File: src/hw/rtl/mft_pkg.sv
// Shared types, constants and functions of the Manchester frame transmitter.
`default_nettype none

package mft_pkg;

   // Number of payload bytes in one frame. The check byte follows them.
   localparam int PAYLOAD_BYTES = 3;
   localparam int FRAME_LEN     = PAYLOAD_BYTES + 1;
   localparam int PAYLOAD_W     = 8 * PAYLOAD_BYTES;
   localparam int IDX_W         = $clog2(FRAME_LEN);
   localparam int CNT_W         = $clog2(PAYLOAD_BYTES + 1);

   localparam logic [7:0] CRC_POLY_RESET = 8'h8C;
   localparam logic [7:0] MASK_FIRST     = 8'h80;

   localparam logic ACTION_TICK  = 1'b0;
   localparam logic ACTION_START = 1'b1;

   typedef struct packed {
      logic                 action;
      logic [PAYLOAD_W-1:0] payload;
   } req_type;

   typedef struct packed {
      logic line_out;
      logic busy_res;
   } rsp_type;

   // One byte of a reflected CRC-8, processed LSB first.
   function automatic logic [7:0] crc8_byte(input logic [7:0] crc,
                                            input logic [7:0] data,
                                            input logic [7:0] poly);
      logic [7:0] c;
      c = crc ^ data;
      for (int k = 0; k < 8; k++) begin
         if (c[0]) begin
            c = {1'b0, c[7:1]} ^ poly;
         end else begin
            c = {1'b0, c[7:1]};
         end
      end
      return c;
   endfunction

endpackage

`default_nettype wire

File: src/hw/rtl/manchester_frame_transmitter.sv
// Top level of the Manchester frame transmitter: beat registers, CSR and units.
//
//   Channel   Direction  Handshake              Beat contents
//   req_      in         req_valid / req_ready  req_data: action, payload
//   rsp_      out        rsp_valid / rsp_ready  rsp_data: line_out, busy_res
//   csr_      in         csr_wr_en (no wait)    csr_wr_data: CRC polynomial
//
// Every request beat produces exactly one response beat. An accepted beat is
// held in the input register, processed by the encoder and lands in the
// response register, so one beat per cycle flows when rsp_ready stays high.
// The response beat is presented from the response register after its request
// beat has passed through the input register. A byte-serial unit computes the
// check byte after a start beat, long before the sequencer reaches that byte.
// Reset is synchronous and active high and returns the line low and idle.
// A stall on the response side holds both registers; req_ready drops only
// when the input register is full and cannot move forward.
`default_nettype none

module manchester_frame_transmitter (
   input  wire logic             clock,
   input  wire logic             reset,
   input  wire logic             req_valid,
   output logic                  req_ready,
   input  wire mft_pkg::req_type req_data,
   output logic                  rsp_valid,
   input  wire logic             rsp_ready,
   output mft_pkg::rsp_type      rsp_data,
   input  wire logic             csr_wr_en,
   input  wire logic [7:0]       csr_wr_data
);
   import mft_pkg::*;

   logic       in_valid_ff, in_valid_in;
   req_type    in_ff;
   logic       out_valid_ff, out_valid_in;
   rsp_type    out_ff;
   logic [7:0] poly_ff;

   logic       advance;
   rsp_type    enc_result;
   logic       crc_start;
   logic       crc_busy;
   logic [7:0] crc_value;
   logic       sending;

   // The held beat moves into the response register whenever that register
   // is empty or is being drained in this same cycle.
   assign advance      = in_valid_ff && (!out_valid_ff || rsp_ready);
   assign req_ready    = !in_valid_ff || advance;
   assign in_valid_in  = (req_valid && req_ready) || (in_valid_ff && !advance);
   assign out_valid_in = advance || (out_valid_ff && !rsp_ready);

   always_ff @(posedge clock) begin
      if (reset) begin
         in_valid_ff  <= 1'b0;
         out_valid_ff <= 1'b0;
         poly_ff      <= CRC_POLY_RESET;
      end else begin
         in_valid_ff  <= in_valid_in;
         out_valid_ff <= out_valid_in;
         if (csr_wr_en) begin
            poly_ff <= csr_wr_data;
         end
      end
      if (req_valid && req_ready) begin
         in_ff <= req_data;
      end
      if (advance) begin
         out_ff <= enc_result;
      end
   end

   mft_encoder u_encoder (
      .clock     (clock),
      .reset     (reset),
      .step      (advance),
      .item      (in_ff),
      .crc       (crc_value),
      .crc_start (crc_start),
      .sending   (sending),
      .result    (enc_result)
   );

   mft_crc u_crc (
      .clock (clock),
      .reset (reset),
      .start (crc_start),
      .data  (in_ff.payload),
      .poly  (poly_ff),
      .crc   (crc_value),
      .busy  (crc_busy)
   );

   assign rsp_valid = out_valid_ff;
   assign rsp_data  = out_ff;

   // The check byte must be settled before any data bit is sent.
   a_crc_ready: assert property (@(posedge clock) disable iff (reset)
      sending |-> !crc_busy)
      else $error("frame bits sent while the check byte is still computing");

   a_start_steps: assert property (@(posedge clock) disable iff (reset)
      crc_start |-> advance && in_ff.action == ACTION_START)
      else $error("check byte started without a start beat moving forward");

   a_no_loss: assert property (@(posedge clock) disable iff (reset)
      in_valid_ff && !advance |=> in_valid_ff && $stable(in_ff))
      else $error("held request beat lost or altered");

endmodule

`default_nettype wire

File: src/hw/rtl/mft_crc.sv
// Byte-serial CRC-8 unit that folds the latched payload one byte per cycle.
`default_nettype none

module mft_crc (
   input  wire logic                          clock,
   input  wire logic                          reset,
   input  wire logic                          start,
   input  wire logic [mft_pkg::PAYLOAD_W-1:0] data,
   input  wire logic [7:0]                    poly,
   output logic      [7:0]                    crc,
   output logic                               busy
);
   import mft_pkg::*;

   logic [CNT_W-1:0]     left_ff,  left_in;
   logic [PAYLOAD_W-1:0] shift_ff, shift_in;
   logic [7:0]           crc_ff,   crc_in;

   always_comb begin
      left_in  = left_ff;
      shift_in = shift_ff;
      crc_in   = crc_ff;
      if (start) begin
         left_in  = CNT_W'(PAYLOAD_BYTES);
         shift_in = data;
         crc_in   = 8'h00;
      end else if (left_ff != '0) begin
         crc_in   = crc8_byte(crc_ff, shift_ff[PAYLOAD_W-1 -: 8], poly);
         shift_in = shift_ff << 8;
         left_in  = left_ff - CNT_W'(1);
      end
   end

   always_ff @(posedge clock) begin
      if (reset) begin
         left_ff <= '0;
      end else begin
         left_ff <= left_in;
      end
      shift_ff <= shift_in;
      crc_ff   <= crc_in;
   end

   assign crc  = crc_ff;
   assign busy = (left_ff != '0);

   a_left_range: assert property (@(posedge clock) disable iff (reset)
      left_ff <= CNT_W'(PAYLOAD_BYTES))
      else $error("crc byte counter out of range");

endmodule

`default_nettype wire

File: src/hw/rtl/mft_encoder.sv
// Frame sequencer and Manchester half-bit encoder state.
`default_nettype none

module mft_encoder (
   input  wire logic             clock,
   input  wire logic             reset,
   input  wire logic             step,
   input  wire mft_pkg::req_type item,
   input  wire logic [7:0]       crc,
   output logic                  crc_start,
   output logic                  sending,
   output mft_pkg::rsp_type      result
);
   import mft_pkg::*;

   localparam logic [2:0] MODE_IDLE = 3'd0;
   localparam logic [2:0] MODE_INIT = 3'd1;
   localparam logic [2:0] MODE_SYNC = 3'd2;
   localparam logic [2:0] MODE_SEND = 3'd3;
   localparam logic [2:0] MODE_END  = 3'd4;

   localparam logic [1:0] HALF_NONE   = 2'd0;
   localparam logic [1:0] HALF_SECOND = 2'd1;
   localparam logic [1:0] HALF_FIRST  = 2'd2;

   logic                 line_ff,    line_in;
   logic [1:0]           half_ff,    half_in;
   logic                 cur_ff,     cur_in;
   logic [2:0]           mode_ff,    mode_in;
   logic [7:0]           mask_ff,    mask_in;
   logic [IDX_W-1:0]     idx_ff,     idx_in;
   logic [PAYLOAD_W-1:0] payload_ff, payload_in;

   logic       busy;
   logic [7:0] cur_byte;
   logic [7:0] mask_shift;

   assign busy       = (mode_ff != MODE_IDLE) || (half_ff != HALF_NONE);
   assign mask_shift = {1'b0, mask_ff[7:1]};

   // Payload bytes go out first-latched-high-byte first; the check byte is last.
   always_comb begin
      cur_byte = crc;
      for (int i = 0; i < PAYLOAD_BYTES; i++) begin
         if (idx_ff == IDX_W'(i)) begin
            cur_byte = payload_ff[8*(PAYLOAD_BYTES-1-i) +: 8];
         end
      end
   end

   always_comb begin
      line_in    = line_ff;
      half_in    = half_ff;
      cur_in     = cur_ff;
      mode_in    = mode_ff;
      mask_in    = mask_ff;
      idx_in     = idx_ff;
      payload_in = payload_ff;
      crc_start  = 1'b0;
      if (item.action == ACTION_START) begin
         if (!busy) begin
            payload_in = item.payload;
            idx_in     = '0;
            mode_in    = MODE_INIT;
            crc_start  = step;
         end
      end else if (half_ff == HALF_FIRST) begin
         line_in = ~cur_ff;
         half_in = HALF_SECOND;
      end else begin
         if (half_ff == HALF_SECOND) begin
            line_in = cur_ff;
         end
         half_in = HALF_NONE;
         case (mode_ff)
            MODE_IDLE: begin
               mode_in = MODE_IDLE;
            end
            MODE_INIT: begin
               mask_in = MASK_FIRST;
               mode_in = MODE_SYNC;
            end
            MODE_SYNC: begin
               cur_in  = 1'b1;
               half_in = HALF_FIRST;
               mask_in = mask_shift;
               if (mask_shift == 8'h00) begin
                  cur_in  = 1'b0;
                  idx_in  = '0;
                  mask_in = MASK_FIRST;
                  mode_in = MODE_SEND;
               end
            end
            MODE_SEND: begin
               cur_in  = |(cur_byte & mask_ff);
               half_in = HALF_FIRST;
               mask_in = mask_shift;
               if (mask_shift == 8'h00) begin
                  mask_in = MASK_FIRST;
                  if (idx_ff == IDX_W'(FRAME_LEN - 1)) begin
                     mode_in = MODE_END;
                  end else begin
                     idx_in = idx_ff + IDX_W'(1);
                  end
               end
            end
            MODE_END: begin
               cur_in  = 1'b0;
               half_in = HALF_FIRST;
               mode_in = MODE_IDLE;
            end
            default: begin
               mode_in = MODE_IDLE;
            end
         endcase
      end
   end

   always_ff @(posedge clock) begin
      if (reset) begin
         line_ff <= 1'b0;
         half_ff <= HALF_NONE;
         cur_ff  <= 1'b0;
         mode_ff <= MODE_IDLE;
         mask_ff <= 8'h00;
         idx_ff  <= '0;
      end else if (step) begin
         line_ff <= line_in;
         half_ff <= half_in;
         cur_ff  <= cur_in;
         mode_ff <= mode_in;
         mask_ff <= mask_in;
         idx_ff  <= idx_in;
      end
      if (step) begin
         payload_ff <= payload_in;
      end
   end

   assign result.line_out = line_in;
   assign result.busy_res = (mode_in != MODE_IDLE) || (half_in != HALF_NONE);
   assign sending         = (mode_ff == MODE_SEND);

   a_half_code: assert property (@(posedge clock) disable iff (reset)
      half_ff != 2'd3)
      else $error("half-bit phase holds an unused code");

   a_init_quiet: assert property (@(posedge clock) disable iff (reset)
      mode_ff == MODE_INIT |-> half_ff == HALF_NONE)
      else $error("set-up step entered with a half-bit pending");

   a_mask_onehot: assert property (@(posedge clock) disable iff (reset)
      $onehot0(mask_ff))
      else $error("bit mask has more than one bit set");

endmodule

`default_nettype wire

File: config.mk
export PLATFORM = sky130hd
export DESIGN_NAME = manchester_frame_transmitter
export DESIGN_NICKNAME = d
export VERILOG_FILES = /design/src/hw/rtl/mft_pkg.sv /design/src/hw/rtl/manchester_frame_transmitter.sv /design/src/hw/rtl/mft_crc.sv /design/src/hw/rtl/mft_encoder.sv
export SDC_FILE = /design/constraint.sdc
export NUM_CORES = 1
export LEC_CHECK = 0
export BUFFER_PORTS_ARGS = -buffer_cell sky130_fd_sc_hd__clkbuf_2
export CORE_ASPECT_RATIO = 0.6
export CORE_UTILIZATION = 38
export CTS_CLUSTER_SIZE = 12
export DETAILED_ROUTE_END_ITERATION = 6
export PLACE_DENSITY_LB_ADDON = 0.05
export SLEW_MARGIN = 20
export SYNTH_ARGS = -nofsm -noshare
export SYNTH_HDL_FRONTEND = slang
export SYNTH_SLANG_ARGS = --single-unit
File: constraint.sdc
create_clock -name clock -period 4.23 [get_ports clock]
set_clock_uncertainty 0.15 [all_clocks]
set_input_delay 1.0575 -clock clock [delete_from_list [all_inputs] [get_ports clock]]
set_output_delay 1.0575 -clock clock [all_outputs]
set_load 0.02 [all_outputs]
Word-level counts from Yosys, hierarchy flattened
Index checks and enable logic that the tools add are counted.
W data, S select, Z words.

operators by class
  $add $sub $neg = 2
  multiply operators = 0
  div/mod/pow operators = 0
  magnitude comparators = 0
  equal/unequal tests = 14
  shift-type cells = 0
  mux-type cells = 55
  bitwise logic cells = 14
  reductions and logical operators = 32

operators by type and width
  cell                  count
  $mux W8               26
  $xor A7 B8 Y8         8
  $mux W24              2
  $mux W2               11
  $mux W3               6
  $pmux W8 S2           1
  $reduce_bool A3 Y1    4
  $reduce_bool A2 Y1    5
  $pmux W3 S3           1
  $and A8 B8 Y8         1
  $logic_not A8 Y1      1
  $reduce_and A4 Y1     2
  $reduce_or A8 Y1      1
  $xor A8 B8 Y8         1
  $reduce_and A7 Y1     1
  $eq A2 B2 Y1 const B  3
  $eq A3 B2 Y1 const B  2
  $logic_or A1 B1 Y1    6
  $mux W1               6
  $ne A3 B2 Y1 const B  2
  $eq A2 B1 Y1 const B  2
  $logic_and A1 B1 Y1   4
  $logic_not A1 Y1      4
  $ne A2 B2 Y1 const B  2
  other kinds (12)      15

word-level totals
  bits in registers = 112
  bits in latches = 0
  bits in writable memories = 0
  ROM bits = 0
  input port bits = 38
  output and inout port bits = 4
  logic and storage cells = 134
  memories kept = 0

Logic depth before layout (Yosys ltp)
  depth in word-level cells = 32
  gate-level depth with buffers = 17
  gate-level depth less buffers = 13

Cells and area by module
From an unflattened synthesis, not the netlist that was laid out.

second synthesis, totals
  cell total of the unflattened synthesis = 574
  area total of the unflattened synthesis = 6149.6 um^2

modules (own cells, without submodules)
  module                        times used  cells an instance  area each (um^2)  seq. area each (um^2)
  mft_crc                       1           320                2977.9            920.9
  mft_encoder                   1           191                1980.6            1061.0
  manchester_frame_transmitter  1           63                 1191.1            1011.0

Least setup slack after synthesis
OpenSTA, ideal clock, no wires.

  path type = flip-flop to flip-flop
  from = reg u_crc.shift_ff[18]
  to = reg u_crc.crc_ff[2] (netlist: u_crc.crc[2])
  library setup time = 122 ps
  arrival = 3798 ps
  data required time = 3958 ps
  path slack = 160 ps
  stages on the path, launching flop included = 15
  buffers on the path = 1
  period minus slack after synthesis = 4070 ps
  path through = edfxtp_1 > xnor2_2 > xnor2_2 > a21oi_1 > or4_4 > and2_1 > clkbuf_2 > a32o_1 > o31a_1 > nor2_1 > mux2_2 > a221o_1 > a22oi_1 > xor2_1 > a21oi_1

between the ends
  cells in the longest elaborated chain, start to end = 30

RTL lines
  what                    line           RTL
  start, declared         mft_crc.sv:16  logic [PAYLOAD_W-1:0] shift_ff, shift_in;
  start signal, assigned  mft_crc.sv:40  shift_ff <= shift_in;
  $xor A8 B8 Y8 *         mft_pkg.sv:34  c = crc ^ data;
  $xor A7 B8 Y8           mft_pkg.sv:37  c = {1'b0, c[7:1]} ^ poly;
  $mux W8 *               mft_pkg.sv:36  if (c[0]) begin
  $mux W8 *               mft_crc.sv:27  end else if (left_ff != '0) begin
  $mux W8 *               mft_crc.sv:23  if (start) begin
  $xor A7 B8 Y8           mft_pkg.sv:37
  $mux W8 *               mft_pkg.sv:36
  $mux W8 *               mft_crc.sv:27
  [14 not listed]         n/a
  $mux W8 *               mft_crc.sv:27
  $mux W8 *               mft_crc.sv:23
  $xor A7 B8 Y8           mft_pkg.sv:37
  $mux W8 *               mft_pkg.sv:36
  $mux W8 *               mft_crc.sv:27
  $mux W8 *               mft_crc.sv:23
  $xor A7 B8 Y8           mft_pkg.sv:37
  $mux W8 *               mft_pkg.sv:36
  end signal, assigned    mft_crc.sv:41  crc_ff <= crc_in;
  end, declared           mft_crc.sv:17  logic [7:0] crc_ff, crc_in;

Every way passes the cells marked *; elsewhere a longest branch is shown, timed or not. The select of a mux whose other input is x is not followed.
A chain may end at the register's enable or synchronous reset.

Worst setup path after layout
  from = reg u_crc.shift_ff[16]
  to = reg u_crc.crc_ff[3] (netlist: u_crc.crc[3])

between the ends
  cells in the longest elaborated chain, start to end = 29

RTL lines
  what                                      line
  $xor A8 B8 Y8 *                           mft_pkg.sv:34
  $mux W8 *                                 mft_pkg.sv:36
  $mux W8 *                                 mft_crc.sv:27
  $mux W8 *                                 mft_crc.sv:23
  $xor A7 B8 Y8                             mft_pkg.sv:37
  $mux W8 *                                 mft_pkg.sv:36
  $mux W8 *                                 mft_crc.sv:27
  $mux W8 *                                 mft_crc.sv:23
  [13 not listed]                           n/a
  $mux W8 *                                 mft_crc.sv:27
  $mux W8 *                                 mft_crc.sv:23
  $xor A7 B8 Y8 or $mux W8 (tied branches)  mft_pkg.sv:37, mft_crc.sv:23
  $mux W8 *                                 mft_pkg.sv:36
  $mux W8 *                                 mft_crc.sv:27
  $mux W8 *                                 mft_crc.sv:23
  $xor A7 B8 Y8 or $mux W8 (tied branches)  mft_pkg.sv:37, mft_crc.sv:23
  $mux W8 *                                 mft_pkg.sv:36

Marked as above.

==> results.md <==
| Result | Value | Unit |
|---|---|---|
| Status | finished clean | - |
| Maximum level of the CTS H-tree | 3 | - |
| Number of nets in the synthesized netlist | 655 | - |
| Die outline area | 16330 | sq um |
| WP data arrival | 4300 | ps |
| Std-Cell Core Area | 15410 | sq um |
| Launching element type of the critical path | register | - |
| Clock latency at the later pin of the worst-skew pair | 360 | ps |
| Buffers added on ports | 41 | - |
| Detailed-route wire length per cell | 18.88 | um |
| Number of enable-type register cells in the synthesized netlist | 75 | - |
| Post-synthesis to final-layout area growth | 20.29 | % |
| Avg Vias per Cell | 5.542 | - |
| Util after Layout | 0.4688 | - |
| GRT Overall Usage | 0.2139 | - |
| Pins over their slew limit | 0 | - |
| Deepest clock path buffer count | 2 | - |
| Weighted congestion at the end of routability-driven global placement | 0.9288 | - |
| Drt pass-1 iters | 5 | - |
| Overall die height | 99.39 | um |
| Worst hold-check path type | register to register | - |
| Avg Inst Size Synth | 9.815 | sq um |
| Vias in the first global route | 4545 | - |
| Number of synthesis warnings | 0 | - |
| Post-route antenna net violation count | 0 | - |
| Filler cells | 1495 | - |
| Unrepaired setup endpoints after global routing | yes | - |
| Cts hold-fix bufs | 0 | - |
| Layout cell share with drive strength beyond 1 | 0.2263 | - |
| Die extent in x | 164.3 | um |
| Clock buffer count from CTS | 9 | - |
| Gate count of the mapped netlist | 612 | - |
| TritonCTS clock tree | built | - |
| Time the worst path needs with I/O delays and setup | 4152 | ps |
| Clock sink count | 112 | - |
| Pin count of the biggest net entering global routing | 31 | - |
| Final net count | 723 | - |
| Transition time of the tightest slew-check pin | 666.8 | ps |
| Flop-to-flop setup slack | 80 | ps |
| Finish-stage setup viols | 0 | - |
| Final critical-path share of the clock period | 0.9815 | - |
| Via total after detailed routing | 4921 | - |
| Placed inst area | 6628 | sq um |
| Critical path class | register to register | - |
| Share of the yosys chip area belonging to registers | 0.4982 | - |
| Initial cell density of the core | 0.3897 | - |
| Distinct cell type count after synthesis | 66 | - |
| Maximum clock rate | 240.9 | MHz |
| Cell Rows | 35 | - |
| Fraction of registers with async set/reset | 0 | - |
| Clock Tree Root | clkbuf_16 | - |
| Top flip-flop cell by instance count after synthesis | edfxtp_1 | - |
| Total of flip-flops plus latches after synthesis | 112 | - |
| Diodes inserted | 0 | - |
| Total DRC errors in the routed layout | 0 | - |
| Netlist area before placement | 6007 | sq um |
| Number of antenna violations at the first check in global routing | 0 | - |
| Required @ worst endpoint | 4380 | ps |
| Largest fanout on the critical path | 5 | - |
| Number of placed I/O pins | 42 | - |
| Remaining global-route overflow | 0 | - |
| Final instance area | 7226 | sq um |
| Global-route wire length before repair | 26.12 | mm |
| Worst-path clk slew | 80 | ps |
| Normalized max-slew margin | 0.5538 | - |
| CP endpoint kind | register | - |
| Final Routed Wirelength | 16.77 | mm |
| HPWL Detailed | 12.25 | mm |
| First DRT Iteration DRCs | 388 | - |
| Maxcap violations | 0 | - |
| Number of hold violations in the final report | 0 | - |
-- cell usage in the layout, fill, tap and decap left out, types with 5 or more instances in the layout --
cell,n
ha_1,5
nor4_1,5
xor2_1,9
or4_1,5
nand3_1,25
and3_1,7
mux2_2,10
a22oi_1,8
mux2i_1,9
nor2_1,30
inv_1,12
and2_1,14
dfxtp_1,36
nand4_1,6
clkbuf_16,10
buf_4,51
xnor2_1,32
o21ai_0,16
clkbuf_2,41
nand2_1,121
nor3_1,5
nor2b_1,6
edfxtp_1,75
o211ai_1,6
a211oi_1,7
a21oi_1,38
-- cell usage after synthesis (9+ instances only) --
cell / count / share of area
mux2_2: 10 / 0.019
edfxtp_1: 75 / 0.37
clkbuf_1: 32 / 0.020
and2_1: 16 / 0.017
xor2_1: 12 / 0.017
nand2_1: 121 / 0.076
a21oi_1: 41 / 0.034
xnor2_1: 33 / 0.048
nand3_1: 25 / 0.021
dfxtp_1: 37 / 0.12
nor2_1: 33 / 0.021
and3_1: 9 / 0.0094
o21ai_0: 16 / 0.013
mux2i_1: 9 / 0.015
inv_1: 12 / 0.0075
-- critical path: stages (launching register included) --
cell	delay (ps)
edfxtp_1	450
xor2_2	290
nand2_1	130
xnor2_1	180
or3_1	390
a2111o_1	420
a32o_2	310
o31a_1	350
buf_4	160
o311a_1	270
a221o_1	350
a311oi_1	210
a21oi_1	90
a2111o_1	300
nand2_1	60
-- per-stage QoR --
step	cells	setup TNS, ps	setup slack (ps)	hold slack, ps
2_1_floorplan	612	0	159.9	267.4
3_3_place_gp	860	0	46.15	279.9
3_5_place_dp	860	0	15.17	289.4
4_1_cts	876	0	9.625	301.5
5_1_grt	888	-392.0	-75.29	320.3
6_report	888	0	78.11	303.0
-- cell type report --
| class | count | area [sq um] | area share |
|---|---|---|---|
| inverter | 14 | 52.55 | 0.007273 |
| sequential | 112 | 2994 | 0.4144 |
| multi-input combinational | 448 | 2978 | 0.4121 |
| timing repair buffer | 95 | 621.8 | 0.08606 |
| tap | 203 | 254.0 | 0.03515 |
| clock buffer | 10 | 250.2 | 0.03463 |
| clock inverter | 6 | 75.07 | 0.01039 |
-- kinds of logic after synthesis --
logic type | Yosys count | share of synthesized area
adder cells (fa/ha/maj) | 5 | 0.01041
multiplexers | 19 | 0.03374
flip-flops | 112 | 0.4982
XOR/XNOR | 52 | 0.08894
AO/OA/AOI/OAI | 123 | 0.1410
AND/OR/NAND/NOR | 249 | 0.1933
buffers and inverters | 52 | 0.03437
-- worst paths after layout --
path                                    startpoint                        to  cells past startpoint
worst max-delay path            u_crc.shift_ff[16]              u_crc.crc[3]                     14
worst min-delay path                     in_ff[13]  u_encoder.payload_ff[13]                      0
worst max register to register  u_crc.shift_ff[16]              u_crc.crc[3]                     14
worst min register to register           in_ff[13]  u_encoder.payload_ff[13]                      0
-- routing by layer --
layer	global-route usage	part of all wire	up-vias
met5	0	0	-
met4	0.03205	0.0045	0
met3	0.04587	0.068	10
met2	0.2713	0.38	164
met1	0.3603	0.55	2409
li1	-	-	2338
-- sequential cells by signal, summed over array words and instances, names as in the netlist, 2 cells and up --
| name | count |
|---|---|
| u_encoder.payload_ff | 24 |
| in_ff | 25 |
| u_encoder.mask_ff | 8 |
| rsp_data | 2 |
| u_crc.crc | 8 |
| u_encoder.half_ff | 2 |
| u_encoder.idx_ff | 2 |
| poly_ff | 8 |
| u_crc.left_ff | 2 |
| u_encoder.mode_ff | 3 |
| u_crc.shift_ff | 24 |
-- timing repair --
action,in CTS,in global routing
setup endpoints to repair,1,8
buffers inserted,0,12
pin swaps,0,18
resized for setup,1,34
Power is not shown: default switching activity piles up to over one toggle a cycle in this logic, so the estimate is an artifact.
